`src/mcpd_pkg.sv`:
```
package mcpd_pkg;

   localparam int CHANNELS = 8;
   localparam int CH_W     = 3;
   localparam int KIND_W   = 3;
   localparam int DATA_W   = 8;
   localparam int CSR_IDX_W = 3;
   localparam int PROD_W   = 2 * DATA_W;
   localparam int DIV_STEPS = PROD_W;
   localparam int CNT_W    = $clog2(DIV_STEPS);

   localparam logic [DATA_W-1:0] BRIGHT_RST = 8'd100;
   localparam logic [DATA_W-1:0] DELAY_RST  = 8'd100;

   localparam logic [KIND_W-1:0] KIND_ZERO = 3'd0;
   localparam logic [KIND_W-1:0] KIND_TICK = 3'd1;
   localparam logic [KIND_W-1:0] KIND_SET  = 3'd2;
   localparam logic [KIND_W-1:0] KIND_ON   = 3'd3;
   localparam logic [KIND_W-1:0] KIND_OFF  = 3'd4;
   localparam logic [KIND_W-1:0] KIND_GET  = 3'd5;

   localparam logic [CSR_IDX_W-1:0] CSR_CHANNEL_ENABLE = 3'd0;
   localparam logic [CSR_IDX_W-1:0] CSR_MIN_BRIGHTNESS = 3'd1;
   localparam logic [CSR_IDX_W-1:0] CSR_MAX_BRIGHTNESS = 3'd2;
   localparam logic [CSR_IDX_W-1:0] CSR_MIN_DELAY      = 3'd3;
   localparam logic [CSR_IDX_W-1:0] CSR_MAX_DELAY      = 3'd4;

   typedef struct packed {
      logic load;
      logic clamp;
      logic mul_go;
      logic div_start;
      logic apply;
   } mcpd_cmd_type;

   typedef struct packed {
      logic is_set;
      logic range_ok;
      logic div_busy;
   } mcpd_status_type;

endpackage

```
`src/mcpd_div.sv`:
```
module mcpd_div (
   input  logic                          clock,
   input  logic                          reset,
   input  logic                          start,
   input  logic [mcpd_pkg::PROD_W-1:0]   dividend,
   input  logic [mcpd_pkg::DATA_W-1:0]   divisor,
   output logic                          busy,
   output logic [mcpd_pkg::PROD_W-1:0]   quotient
);
   import mcpd_pkg::*;

   logic              busy_ff;
   logic [CNT_W-1:0]  cnt_ff;
   logic [PROD_W-1:0] quo_ff, quo_in;
   logic [DATA_W-1:0] rem_ff, rem_in;
   logic [DATA_W-1:0] dvs_ff;
   logic [DATA_W:0]   shifted;
   logic [DATA_W:0]   diff;
   logic              ge;

   // restoring division, one quotient bit per cycle
   always_comb begin
      shifted = {rem_ff, quo_ff[PROD_W-1]};
      diff    = shifted - {1'b0, dvs_ff};
      ge      = shifted >= {1'b0, dvs_ff};
      rem_in  = ge ? diff[DATA_W-1:0] : shifted[DATA_W-1:0];
      quo_in  = {quo_ff[PROD_W-2:0], ge};
   end

   always_ff @(posedge clock) begin
      if (reset) begin
         busy_ff <= 1'b0;
         cnt_ff  <= '0;
      end else if (start) begin
         busy_ff <= 1'b1;
         cnt_ff  <= '0;
      end else if (busy_ff) begin
         cnt_ff <= cnt_ff + 1'b1;
         if (cnt_ff == CNT_W'(DIV_STEPS - 1)) begin
            busy_ff <= 1'b0;
         end
      end
   end

   always_ff @(posedge clock) begin
      if (start) begin
         quo_ff <= dividend;
         rem_ff <= '0;
         dvs_ff <= divisor;
      end else if (busy_ff) begin
         quo_ff <= quo_in;
         rem_ff <= rem_in;
      end
   end

   assign busy     = busy_ff;
   assign quotient = quo_ff;

endmodule

```
`src/mcpd_dp.sv`:
```
module mcpd_dp (
   input  logic                             clock,
   input  logic                             reset,
   input  mcpd_pkg::mcpd_cmd_type           cmd,
   output mcpd_pkg::mcpd_status_type        st,
   input  logic [mcpd_pkg::KIND_W-1:0]      req_kind,
   input  logic [mcpd_pkg::CH_W-1:0]        req_channel,
   input  logic [mcpd_pkg::DATA_W-1:0]      req_value,
   input  logic                             csr_we,
   input  logic [mcpd_pkg::CSR_IDX_W-1:0]   csr_index,
   input  logic [mcpd_pkg::DATA_W-1:0]      csr_data,
   output logic [mcpd_pkg::CHANNELS-1:0]    rsp_gate_outputs,
   output logic [mcpd_pkg::DATA_W-1:0]      rsp_brightness_reported
);
   import mcpd_pkg::*;

   logic [KIND_W-1:0] kind_ff;
   logic [CH_W-1:0]   chan_ff;
   logic [DATA_W-1:0] value_ff;

   logic [CHANNELS-1:0] enable_ff;
   logic [DATA_W-1:0]   minb_ff, maxb_ff, mind_ff, maxd_ff;

   logic [DATA_W-1:0] bnow_ff [CHANNELS];
   logic [DATA_W-1:0] bsav_ff [CHANNELS];
   logic [DATA_W-1:0] dnow_ff [CHANNELS];
   logic [DATA_W-1:0] dsav_ff [CHANNELS];
   logic [DATA_W-1:0] tick_ff [CHANNELS];
   logic [CHANNELS-1:0] armed_ff;
   logic [CHANNELS-1:0] gate_ff;

   logic [DATA_W-1:0] bnow_in [CHANNELS];
   logic [DATA_W-1:0] bsav_in [CHANNELS];
   logic [DATA_W-1:0] dnow_in [CHANNELS];
   logic [DATA_W-1:0] dsav_in [CHANNELS];
   logic [DATA_W-1:0] tick_in [CHANNELS];
   logic [CHANNELS-1:0] armed_in;
   logic [CHANNELS-1:0] gate_in;

   logic [DATA_W-1:0] v_ff, v_in, lo_clamp;
   logic              neg_ff;
   logic [PROD_W-1:0] prod_ff, prod_in;
   logic [DATA_W-1:0] diff_b, dmag, range_b, q8, set_delay, report;
   logic [PROD_W-1:0] quotient;
   logic              div_busy, range_ok;

   logic [CHANNELS-1:0] gates_ff;
   logic [DATA_W-1:0]   report_ff;

   always_ff @(posedge clock) begin
      if (reset) begin
         enable_ff <= '0;
         minb_ff   <= '0;
         maxb_ff   <= BRIGHT_RST;
         mind_ff   <= '0;
         maxd_ff   <= DELAY_RST;
      end else if (csr_we) begin
         unique case (csr_index)
            CSR_CHANNEL_ENABLE: enable_ff <= csr_data;
            CSR_MIN_BRIGHTNESS: minb_ff   <= csr_data;
            CSR_MAX_BRIGHTNESS: maxb_ff   <= csr_data;
            CSR_MIN_DELAY:      mind_ff   <= csr_data;
            CSR_MAX_DELAY:      maxd_ff   <= csr_data;
            default: ;
         endcase
      end
   end

   always_ff @(posedge clock) begin
      if (cmd.load) begin
         kind_ff  <= req_kind;
         chan_ff  <= req_channel;
         value_ff <= req_value;
      end
      if (cmd.clamp) begin
         v_ff <= v_in;
      end
      if (cmd.mul_go) begin
         prod_ff <= prod_in;
         neg_ff  <= maxd_ff < mind_ff;
      end
   end

   // brightness map: saturate, multiply, divide, offset from min delay
   always_comb begin
      lo_clamp  = (value_ff < minb_ff) ? minb_ff : value_ff;
      v_in      = (lo_clamp > maxb_ff) ? maxb_ff : lo_clamp;
      diff_b    = v_ff - minb_ff;
      dmag      = (maxd_ff < mind_ff) ? (mind_ff - maxd_ff) : (maxd_ff - mind_ff);
      prod_in   = PROD_W'(diff_b) * PROD_W'(dmag);
      range_b   = maxb_ff - minb_ff;
      range_ok  = maxb_ff > minb_ff;
      q8        = quotient[DATA_W-1:0];
      set_delay = !range_ok ? mind_ff : (neg_ff ? (mind_ff - q8) : (mind_ff + q8));
   end

   mcpd_div u_div (
      .clock    (clock),
      .reset    (reset),
      .start    (cmd.div_start),
      .dividend (prod_ff),
      .divisor  (range_b),
      .busy     (div_busy),
      .quotient (quotient)
   );

   always_comb begin
      for (int i = 0; i < CHANNELS; i++) begin
         bnow_in[i] = bnow_ff[i];
         bsav_in[i] = bsav_ff[i];
         dnow_in[i] = dnow_ff[i];
         dsav_in[i] = dsav_ff[i];
         tick_in[i] = tick_ff[i];
      end
      armed_in = armed_ff;
      gate_in  = gate_ff;
      report   = '0;
      unique case (kind_ff)
         KIND_ZERO: begin
            for (int i = 0; i < CHANNELS; i++) begin
               if (enable_ff[i]) begin
                  armed_in[i] = 1'b1;
                  tick_in[i]  = '0;
                  gate_in[i]  = 1'b0;
               end
            end
         end
         KIND_TICK: begin
            for (int i = 0; i < CHANNELS; i++) begin
               if (enable_ff[i] && armed_ff[i] && dnow_ff[i] != mind_ff) begin
                  if (tick_ff[i] >= dnow_ff[i]) begin
                     gate_in[i]  = 1'b1;
                     tick_in[i]  = '0;
                     armed_in[i] = 1'b0;
                  end else if (tick_ff[i] != '1) begin
                     tick_in[i] = tick_ff[i] + 1'b1;
                  end
               end
            end
         end
         KIND_SET: begin
            bsav_in[chan_ff] = bnow_ff[chan_ff];
            bnow_in[chan_ff] = v_ff;
            dnow_in[chan_ff] = set_delay;
         end
         KIND_ON: begin
            bnow_in[chan_ff] = bsav_ff[chan_ff];
            dnow_in[chan_ff] = dsav_ff[chan_ff];
         end
         KIND_OFF: begin
            bsav_in[chan_ff] = bnow_ff[chan_ff];
            dsav_in[chan_ff] = dnow_ff[chan_ff];
            bnow_in[chan_ff] = minb_ff;
            dnow_in[chan_ff] = mind_ff;
         end
         KIND_GET: begin
            report = (bnow_ff[chan_ff] == minb_ff) ? bsav_ff[chan_ff] : bnow_ff[chan_ff];
         end
         default: ;
      endcase
   end

   always_ff @(posedge clock) begin
      if (reset) begin
         for (int i = 0; i < CHANNELS; i++) begin
            bnow_ff[i] <= BRIGHT_RST;
            bsav_ff[i] <= BRIGHT_RST;
            dnow_ff[i] <= DELAY_RST;
            dsav_ff[i] <= DELAY_RST;
            tick_ff[i] <= '0;
         end
         armed_ff <= '0;
         gate_ff  <= '0;
      end else if (cmd.apply) begin
         for (int i = 0; i < CHANNELS; i++) begin
            bnow_ff[i] <= bnow_in[i];
            bsav_ff[i] <= bsav_in[i];
            dnow_ff[i] <= dnow_in[i];
            dsav_ff[i] <= dsav_in[i];
            tick_ff[i] <= tick_in[i];
         end
         armed_ff <= armed_in;
         gate_ff  <= gate_in;
      end
   end

   always_ff @(posedge clock) begin
      if (cmd.apply) begin
         gates_ff  <= gate_in;
         report_ff <= report;
      end
   end

   assign rsp_gate_outputs        = gates_ff;
   assign rsp_brightness_reported = report_ff;

   assign st.is_set   = kind_ff == KIND_SET;
   assign st.range_ok = range_ok;
   assign st.div_busy = div_busy;

endmodule

```
`src/mcpd_ctrl.sv`:
```
module mcpd_ctrl (
   input  logic                       clock,
   input  logic                       reset,
   input  logic                       req_valid,
   output logic                       req_stall,
   output logic                       rsp_valid,
   input  logic                       rsp_stall,
   input  mcpd_pkg::mcpd_status_type  st,
   output mcpd_pkg::mcpd_cmd_type     cmd
);
   import mcpd_pkg::*;

   localparam logic [2:0] S_IDLE   = 3'd0;
   localparam logic [2:0] S_EXEC   = 3'd1;
   localparam logic [2:0] S_MUL    = 3'd2;
   localparam logic [2:0] S_DSTART = 3'd3;
   localparam logic [2:0] S_DIV    = 3'd4;
   localparam logic [2:0] S_APPLY  = 3'd5;

   logic [2:0] state_ff, state_in;
   logic       rsp_valid_ff, rsp_valid_in;
   logic       out_free;

   assign out_free = !rsp_valid_ff || !rsp_stall;

   always_comb begin
      state_in = state_ff;
      cmd      = '0;
      unique case (state_ff)
         S_IDLE: begin
            if (req_valid) begin
               cmd.load = 1'b1;
               state_in = S_EXEC;
            end
         end
         S_EXEC: begin
            cmd.clamp = 1'b1;
            state_in  = (st.is_set && st.range_ok) ? S_MUL : S_APPLY;
         end
         S_MUL: begin
            cmd.mul_go = 1'b1;
            state_in   = S_DSTART;
         end
         S_DSTART: begin
            cmd.div_start = 1'b1;
            state_in      = S_DIV;
         end
         S_DIV: begin
            if (!st.div_busy) begin
               state_in = S_APPLY;
            end
         end
         S_APPLY: begin
            if (out_free) begin
               cmd.apply = 1'b1;
               state_in  = S_IDLE;
            end
         end
         default: state_in = S_IDLE;
      endcase
   end

   assign rsp_valid_in = cmd.apply || (rsp_valid_ff && rsp_stall);

   always_ff @(posedge clock) begin
      if (reset) begin
         state_ff     <= S_IDLE;
         rsp_valid_ff <= 1'b0;
      end else begin
         state_ff     <= state_in;
         rsp_valid_ff <= rsp_valid_in;
      end
   end

   assign req_stall = state_ff != S_IDLE;
   assign rsp_valid = rsp_valid_ff;

`ifndef SYNTH
   a_accept_starts: assert property (@(posedge clock) disable iff (reset)
      (req_valid && !req_stall) |=> (state_ff == S_EXEC))
      else $error("accepted item did not start execution");

   a_rsp_from_apply: assert property (@(posedge clock) disable iff (reset)
      $rose(rsp_valid_ff) |-> $past(state_ff == S_APPLY))
      else $error("result appeared without an apply");

   a_hold_on_stall: assert property (@(posedge clock) disable iff (reset)
      (state_ff == S_APPLY && rsp_valid_ff && rsp_stall) |=> (state_ff == S_APPLY))
      else $error("state updated while result register was occupied");
`endif

endmodule

```
`src/multi_channel_phase_dimmer_unit.sv`:
```
// Eight-channel phase-angle dimmer.
// Request channel (req_valid/req_stall) carries one item: kind, channel, value.
// Kinds: zero cross, tick, set brightness, turn on, turn off, get brightness.
// Every item returns exactly one result on rsp_valid/rsp_stall: the gate levels
// after the item and, for a get, the reported brightness (zero otherwise).
// Configuration writes arrive on csr_valid/csr_ready (always ready), indexed
// 0 enable, 1 min brightness, 2 max brightness, 3 min delay, 4 max delay;
// write them only while no item is in flight.
// Every item is saturated and then applied; a set brightness with a
// non-empty brightness range instead goes saturate, multiply, divider start,
// 16 steps of a restoring divider (one quotient bit each), a wait state that
// sees it finish, then apply. One item is processed at a time: no new item is
// taken until the last one has been applied. The next item is
// taken the cycle after the result is loaded, even if it still waits downstream.
// While the receiver stalls, the result holds and a finished item waits
// without touching channel state until the result register frees up.
// Reset (synchronous, active high) restores defaults: brightness and delay
// 100 on every channel, all gates low, nothing armed.
module multi_channel_phase_dimmer_unit (
   input  logic                            clock,
   input  logic                            reset,
   input  logic                            req_valid,
   output logic                            req_stall,
   input  logic [mcpd_pkg::KIND_W-1:0]     req_kind,
   input  logic [mcpd_pkg::CH_W-1:0]       req_channel,
   input  logic [mcpd_pkg::DATA_W-1:0]     req_value,
   output logic                            rsp_valid,
   input  logic                            rsp_stall,
   output logic [mcpd_pkg::CHANNELS-1:0]   rsp_gate_outputs,
   output logic [mcpd_pkg::DATA_W-1:0]     rsp_brightness_reported,
   input  logic                            csr_valid,
   output logic                            csr_ready,
   input  logic [mcpd_pkg::CSR_IDX_W-1:0]  csr_index,
   input  logic [mcpd_pkg::DATA_W-1:0]     csr_data
);
   import mcpd_pkg::*;

   mcpd_cmd_type    cmd;
   mcpd_status_type st;

   assign csr_ready = 1'b1;

   mcpd_ctrl u_ctrl (
      .clock     (clock),
      .reset     (reset),
      .req_valid (req_valid),
      .req_stall (req_stall),
      .rsp_valid (rsp_valid),
      .rsp_stall (rsp_stall),
      .st        (st),
      .cmd       (cmd)
   );

   mcpd_dp u_dp (
      .clock                   (clock),
      .reset                   (reset),
      .cmd                     (cmd),
      .st                      (st),
      .req_kind                (req_kind),
      .req_channel             (req_channel),
      .req_value               (req_value),
      .csr_we                  (csr_valid && csr_ready),
      .csr_index               (csr_index),
      .csr_data                (csr_data),
      .rsp_gate_outputs        (rsp_gate_outputs),
      .rsp_brightness_reported (rsp_brightness_reported)
   );

endmodule

```
`config.mk`:
```
export PLATFORM = sky130hd
export DESIGN_NAME = multi_channel_phase_dimmer_unit
export DESIGN_NICKNAME = d
export VERILOG_FILES = /design/src/mcpd_pkg.sv /design/src/mcpd_div.sv /design/src/mcpd_dp.sv /design/src/mcpd_ctrl.sv /design/src/multi_channel_phase_dimmer_unit.sv
export SDC_FILE = /design/constraint.sdc
export NUM_CORES = 2
export LEC_CHECK = 0
export BUFFER_PORTS_ARGS = -buffer_cell sky130_fd_sc_hd__buf_2
export CAP_MARGIN = 20
export CELL_PAD_IN_SITES_DETAIL_PLACEMENT = 1
export CELL_PAD_IN_SITES_GLOBAL_PLACEMENT = 1
export CORE_MARGIN = 3
export CORE_UTILIZATION = 51
export CTS_BUF_LIST = sky130_fd_sc_hd__clkbuf_4
export CTS_CLUSTER_DIAMETER = 30
export DETAILED_ROUTE_END_ITERATION = 10
export PLACE_DENSITY_LB_ADDON = 0.1
export SLEW_MARGIN = 30
export SYNTH_ARGS = -nofsm -noshare
export SYNTH_HDL_FRONTEND = slang
export SYNTH_SLANG_ARGS = --single-unit
```
`constraint.sdc`:
```
create_clock -name clock -period 17.45 [get_ports clock]
set_input_delay 1.745 -clock clock [delete_from_list [all_inputs] [get_ports clock]]
set_output_delay 1.745 -clock clock [all_outputs]
set_load 0.02 [all_outputs]
```
==> flow_summary_export.csv <==
group,metric,value,unit
sta,finalSetupViolations,0,
clock_network,clk_root_buffer_cell,"clkbuf_4",
global_routing,grt-ovfl-total,0,
sta,tightest_slew,1.03,ns
clock_network,clk_transition_reported_paths,0.07,ns
worst_setup_path,critical_path_source_type,"flop",
worst_setup_path,timing.setup.critical_path_class,"flop to flop",
place,pre_cts_slack,9.54,ns
clock_network,ctsLongestPathBuffers,3,
drt,antenna_violating_nets_post_route,0,
clock_network,cts_num_sinks,475,
power,vdd.ir_drop.worst,0.183,mV
floorplan,chipHeight,251,microns
cells_and_area,design.final.nets,3391,
outcome,run_status,"finished, final reports clean",
drt,wl_per_cell,24.3,microns
global_routing,via_count_of_the_first_global_routing_pass,26200,
worst_setup_path,crit_path_frequent_cell,"fa_1",
cells_and_area,design_area,0.0334,sq mm
power,static_power_due_to_leakage,0.0132,uW
clock_network,post_cts_resize_count,0,
power,power.density,114,mW/mm^2
power,p_int,2450,uW
synthesis,postSynthCellCount,3102,
power,power.share.combinational,32.4,%
synthesis,synth_top_flop_cell,"edfxtp_1",
drt,dr.pass1.iters,5,
clock_network,tritoncts,"built",
place,placed_cells_incl_taps,3774,
drt,route.layer.met1.wl,41500,microns
cells_and_area,most_common_library_cell_in_the_layout_ignoring_fill_and_taps,"edfxtp_1",
synthesis,postSynth.asyncResetShare,0,%
synthesis,synth_enable_flop_cells,399,
synthesis,synth_warnings,0,
drt,dr.max_layer_used,"met5",
clock_network,postCtsHoldBufs,0,
cells_and_area,layout_cell_share_with_drive_strength_beyond_1,14.9,%
power,power_spent_charging_and_discharging_nets,1360,uW
worst_setup_path,cp.arrival,8.83,ns
clock_network,tritoncts_buffer_count,146,
power,power.clock.fraction,30.4,%
worst_setup_path,crit_path_max_fanout,14,
cells_and_area,layoutNonFillerInstCount,4036,
sta,timing.clock.skew,0.0626,ns
synthesis,ys_types,79,
cells_and_area,fin_util,56.4,%
sta,timing.max_slew.rel_slack,31.3,%
floorplan,placementRows,89,
place,place.detailed.hpwl,67300,microns
sta,timing.final.ws_setup,9.47,ns
global_routing,global_route_wire_length_before_repair,152000,microns
drt,dr_total_vias,25000,
worst_setup_path,critPathCaptureType,"flop",
floorplan,io_pins,49,
global_routing,grt_util_all_layers,31.1,%
global_routing,grt_antenna_before_repair,4,
global_routing,grt_max_degree,70,
place,routability_congestion,0.889,
synthesis,synth.net_count,3344,
drt,vias_per_cell,6.20,
synthesis,synthesis.area_per_instance,9.87,sq um
worst_setup_path,worst_ep_required_time,18.30,ns
sta,final-max-slew-violation-count,0,
sta,post-route-min-period,7.98,ns
place,buffer_ports.inserted,47,
clock_network,worstSkewPairLatency,1.02,ns
sta,fin_tns_setup,0,ns
floorplan,die_width,251,microns
clock_network,cts_post_setup_buffers_inserted,0,
cells_and_area,fillers,6576,
synthesis,flip_flop_and_latch_count_after_synthesis,475,
power,p_sw_share,35.8,%
floorplan,die_area,0.0630,sq mm
floorplan,placeableCoreArea,0.0592,sq mm
place,post_dp_cell_area,0.0315,sq mm
hold_path,timing.hold.worst.class,"flop to flop",
floorplan,initial_core_util,51.7,%
drt,totalWireLength,98000,microns
drt,dr_wl_met2,46300,microns
drt,detailedRoute.firstIterationViolations,1929,
sta,layout_worst_path_cycle_share,45.7,%
cells_and_area,syn_to_final_growth,9.10,%
drt,wl_met3,6480,microns
worst_setup_path,crit_path_top_delay_cell,"dfxtp_1",
clock_network,htreeDepth,4,
worst_setup_path,crit_path_cell_trace,"inv_1, fa_1, a21oi_1, o21ai_0, a2111oi_0, or3_1, mux2i_1, xor2_1, nor2_1, fa_1, inv_1, fa_1, fa_1, fa_1, inv_1, ha_1, inv_1, o21ai_0, a2111oi_0, o31ai_1, or4b_1, nand3_1",
sta,fmaxAchievable,0.125,GHz
worst_setup_path,largest_stage_delay_worst_path,0.89,ns
synthesis,netlist_area,0.0306,sq mm
sta,hold_viol,0,
synthesis,synth_sequential_area_ratio,44.1,%
job,cap_viol_max_count,0,
sta,unrepaired_setup_endpoints_after_global_routing,"no",
cells_and_area,highest_count_cells_in_the_layout_ignoring_fill_and_taps,"399 x edfxtp_1, 387 x nand2_1, 371 x nor2_1, 223 x a21oi_1, 206 x clkbuf_4",
power,power.sequential.fraction,37.2,%
drt,post-route-drc-count,0,
[cell families after synthesis]
| family | after synthesis | synth area share [%] |
|---|---|---|
| AND/OR/NAND/NOR | 1035 | 14.8 |
| flip-flops | 475 | 44.1 |
| adder cells (fa/ha/maj) | 212 | 9.69 |
| multiplexers | 147 | 7.43 |
| AO/OA/AOI/OAI | 689 | 14.3 |
| XOR/XNOR | 164 | 4.72 |
| other | 1 | 0.0122 |
| buffers and inverters | 379 | 4.90 |
[stage by stage]
step	hold WS, ns	total power (uW)
floorplan	0.441	2320
global placement	0.457	2610
detailed placement	0.471	2670
CTS	0.483	3840
global route	0.505	4050
finish	0.482	3810
[cell type report]
class | count | area [sq um] | share of cell area (%)
flip-flops and latches | 475 | 13500 | 40.4
repair buffers | 85 | 527 | 1.58
inverters | 193 | 724 | 2.17
clock inverters | 52 | 367 | 1.10
multi-input cells | 2248 | 15800 | 47.2
diodes | 4 | 10.0 | 0.0300
well taps | 773 | 967 | 2.90
clock buffers | 206 | 1550 | 4.63
[flip-flops by register name (all words and copies together) (netlist names), 4 cells and up, named ones only]
| signal | cells |
|---|---|
| u_dp.u_div.dvs_ff | 8 |
| u_dp.v_ff | 8 |
| u_dp.tick_ff | 64 |
| u_dp.u_div.quotient | 16 |
| u_dp.maxb_ff | 8 |
| u_dp.dnow_ff | 64 |
| u_dp.mind_ff | 8 |
| u_dp.u_div.cnt_ff | 4 |
| u_dp.bsav_ff | 64 |
| u_dp.maxd_ff | 8 |
| u_dp.rsp_gate_outputs | 8 |
| u_dp.value_ff | 8 |
| u_dp.bnow_ff | 64 |
| u_dp.u_div.rem_ff | 8 |
| u_dp.armed_ff | 8 |
| u_dp.gate_ff | 8 |
| u_dp.dsav_ff | 64 |
| u_dp.enable_ff | 8 |
| u_dp.rsp_brightness_reported | 8 |
| u_dp.minb_ff | 8 |
| u_dp.prod_ff | 16 |
[synth_stat cells (7+ instances only)]
| library cell | number | share of area (%) |
|---|---|---|
| nor3_1 | 25 | 0.41 |
| mux4_2 | 56 | 4.1 |
| or3_1 | 10 | 0.20 |
| nand4_1 | 10 | 0.20 |
| fa_1 | 42 | 2.7 |
| or2_2 | 27 | 0.55 |
| a221oi_1 | 10 | 0.29 |
| xor2_1 | 107 | 3.1 |
| inv_1 | 191 | 2.3 |
| dfxtp_1 | 76 | 5.0 |
| buf_2 | 7 | 0.11 |
| nor2_1 | 375 | 4.6 |
| nand2b_1 | 37 | 0.76 |
| nor4_1 | 25 | 0.51 |
| buf_1 | 19 | 0.23 |
| and3_1 | 9 | 0.18 |
| edfxtp_1 | 399 | 39 |
| ha_1 | 170 | 6.9 |
| o21a_1 | 34 | 0.83 |
| nor2b_1 | 19 | 0.39 |
| nand2_1 | 390 | 4.8 |
| a21oi_1 | 225 | 3.7 |
| mux2_2 | 29 | 1.1 |
| o21ai_0 | 134 | 2.2 |
| or4_1 | 26 | 0.64 |
| mux2i_1 | 54 | 1.8 |
| a211oi_1 | 116 | 2.8 |
| o211ai_1 | 57 | 1.4 |
| a31oi_1 | 10 | 0.20 |
| clkbuf_1 | 150 | 1.8 |
| xnor2_1 | 56 | 1.6 |
| o31ai_1 | 13 | 0.32 |
| nand3_1 | 53 | 0.87 |
| a21o_1 | 31 | 0.76 |
[power by group through the flow]
stage	Combinational (uW)	Sequential [uW]	Clock, uW
6_report	1240	1420	1160
2_1_floorplan	925	1400	0
4_1_cts	1240	1420	1180
3_3_place_gp	1180	1430	0
3_5_place_dp	1230	1440	0
5_1_grt	1380	1420	1240
[per-layer routing]
layer / track usage, % / up-vias
li1: - / 11300
met1: 41.3 / 12600
met2: 50.5 / 912
met3: 5.81 / 236
met4: 13.4 / 2
met5: 0 / -
[critical path: cells and delay by family (launching register included)]
kind	cells	cell delay, ns
compound gates	6	1.59
xor+xnor	1	0.64
fa+ha+maj	6	2.75
buf+inv	4	0.48
flops	1	0.89
mux	1	0.27
simple gates	4	1.23
[final timing paths]
path / slack [ns] / cells past startpoint / endpoint / start
setup reg to reg: 9.47 / 22 / u_dp.prod_ff[14] / u_dp.mind_ff[1]
hold reg to reg: 0.48 / 2 / u_dp.gate_ff[4] / u_dp.gate_ff[4]
setup / recovery: 9.47 / 22 / u_dp.prod_ff[14] / u_dp.mind_ff[1]
hold / removal: 0.48 / 2 / u_dp.gate_ff[4] / u_dp.gate_ff[4]
No activity file was read; power rests on OpenSTA's default activity.
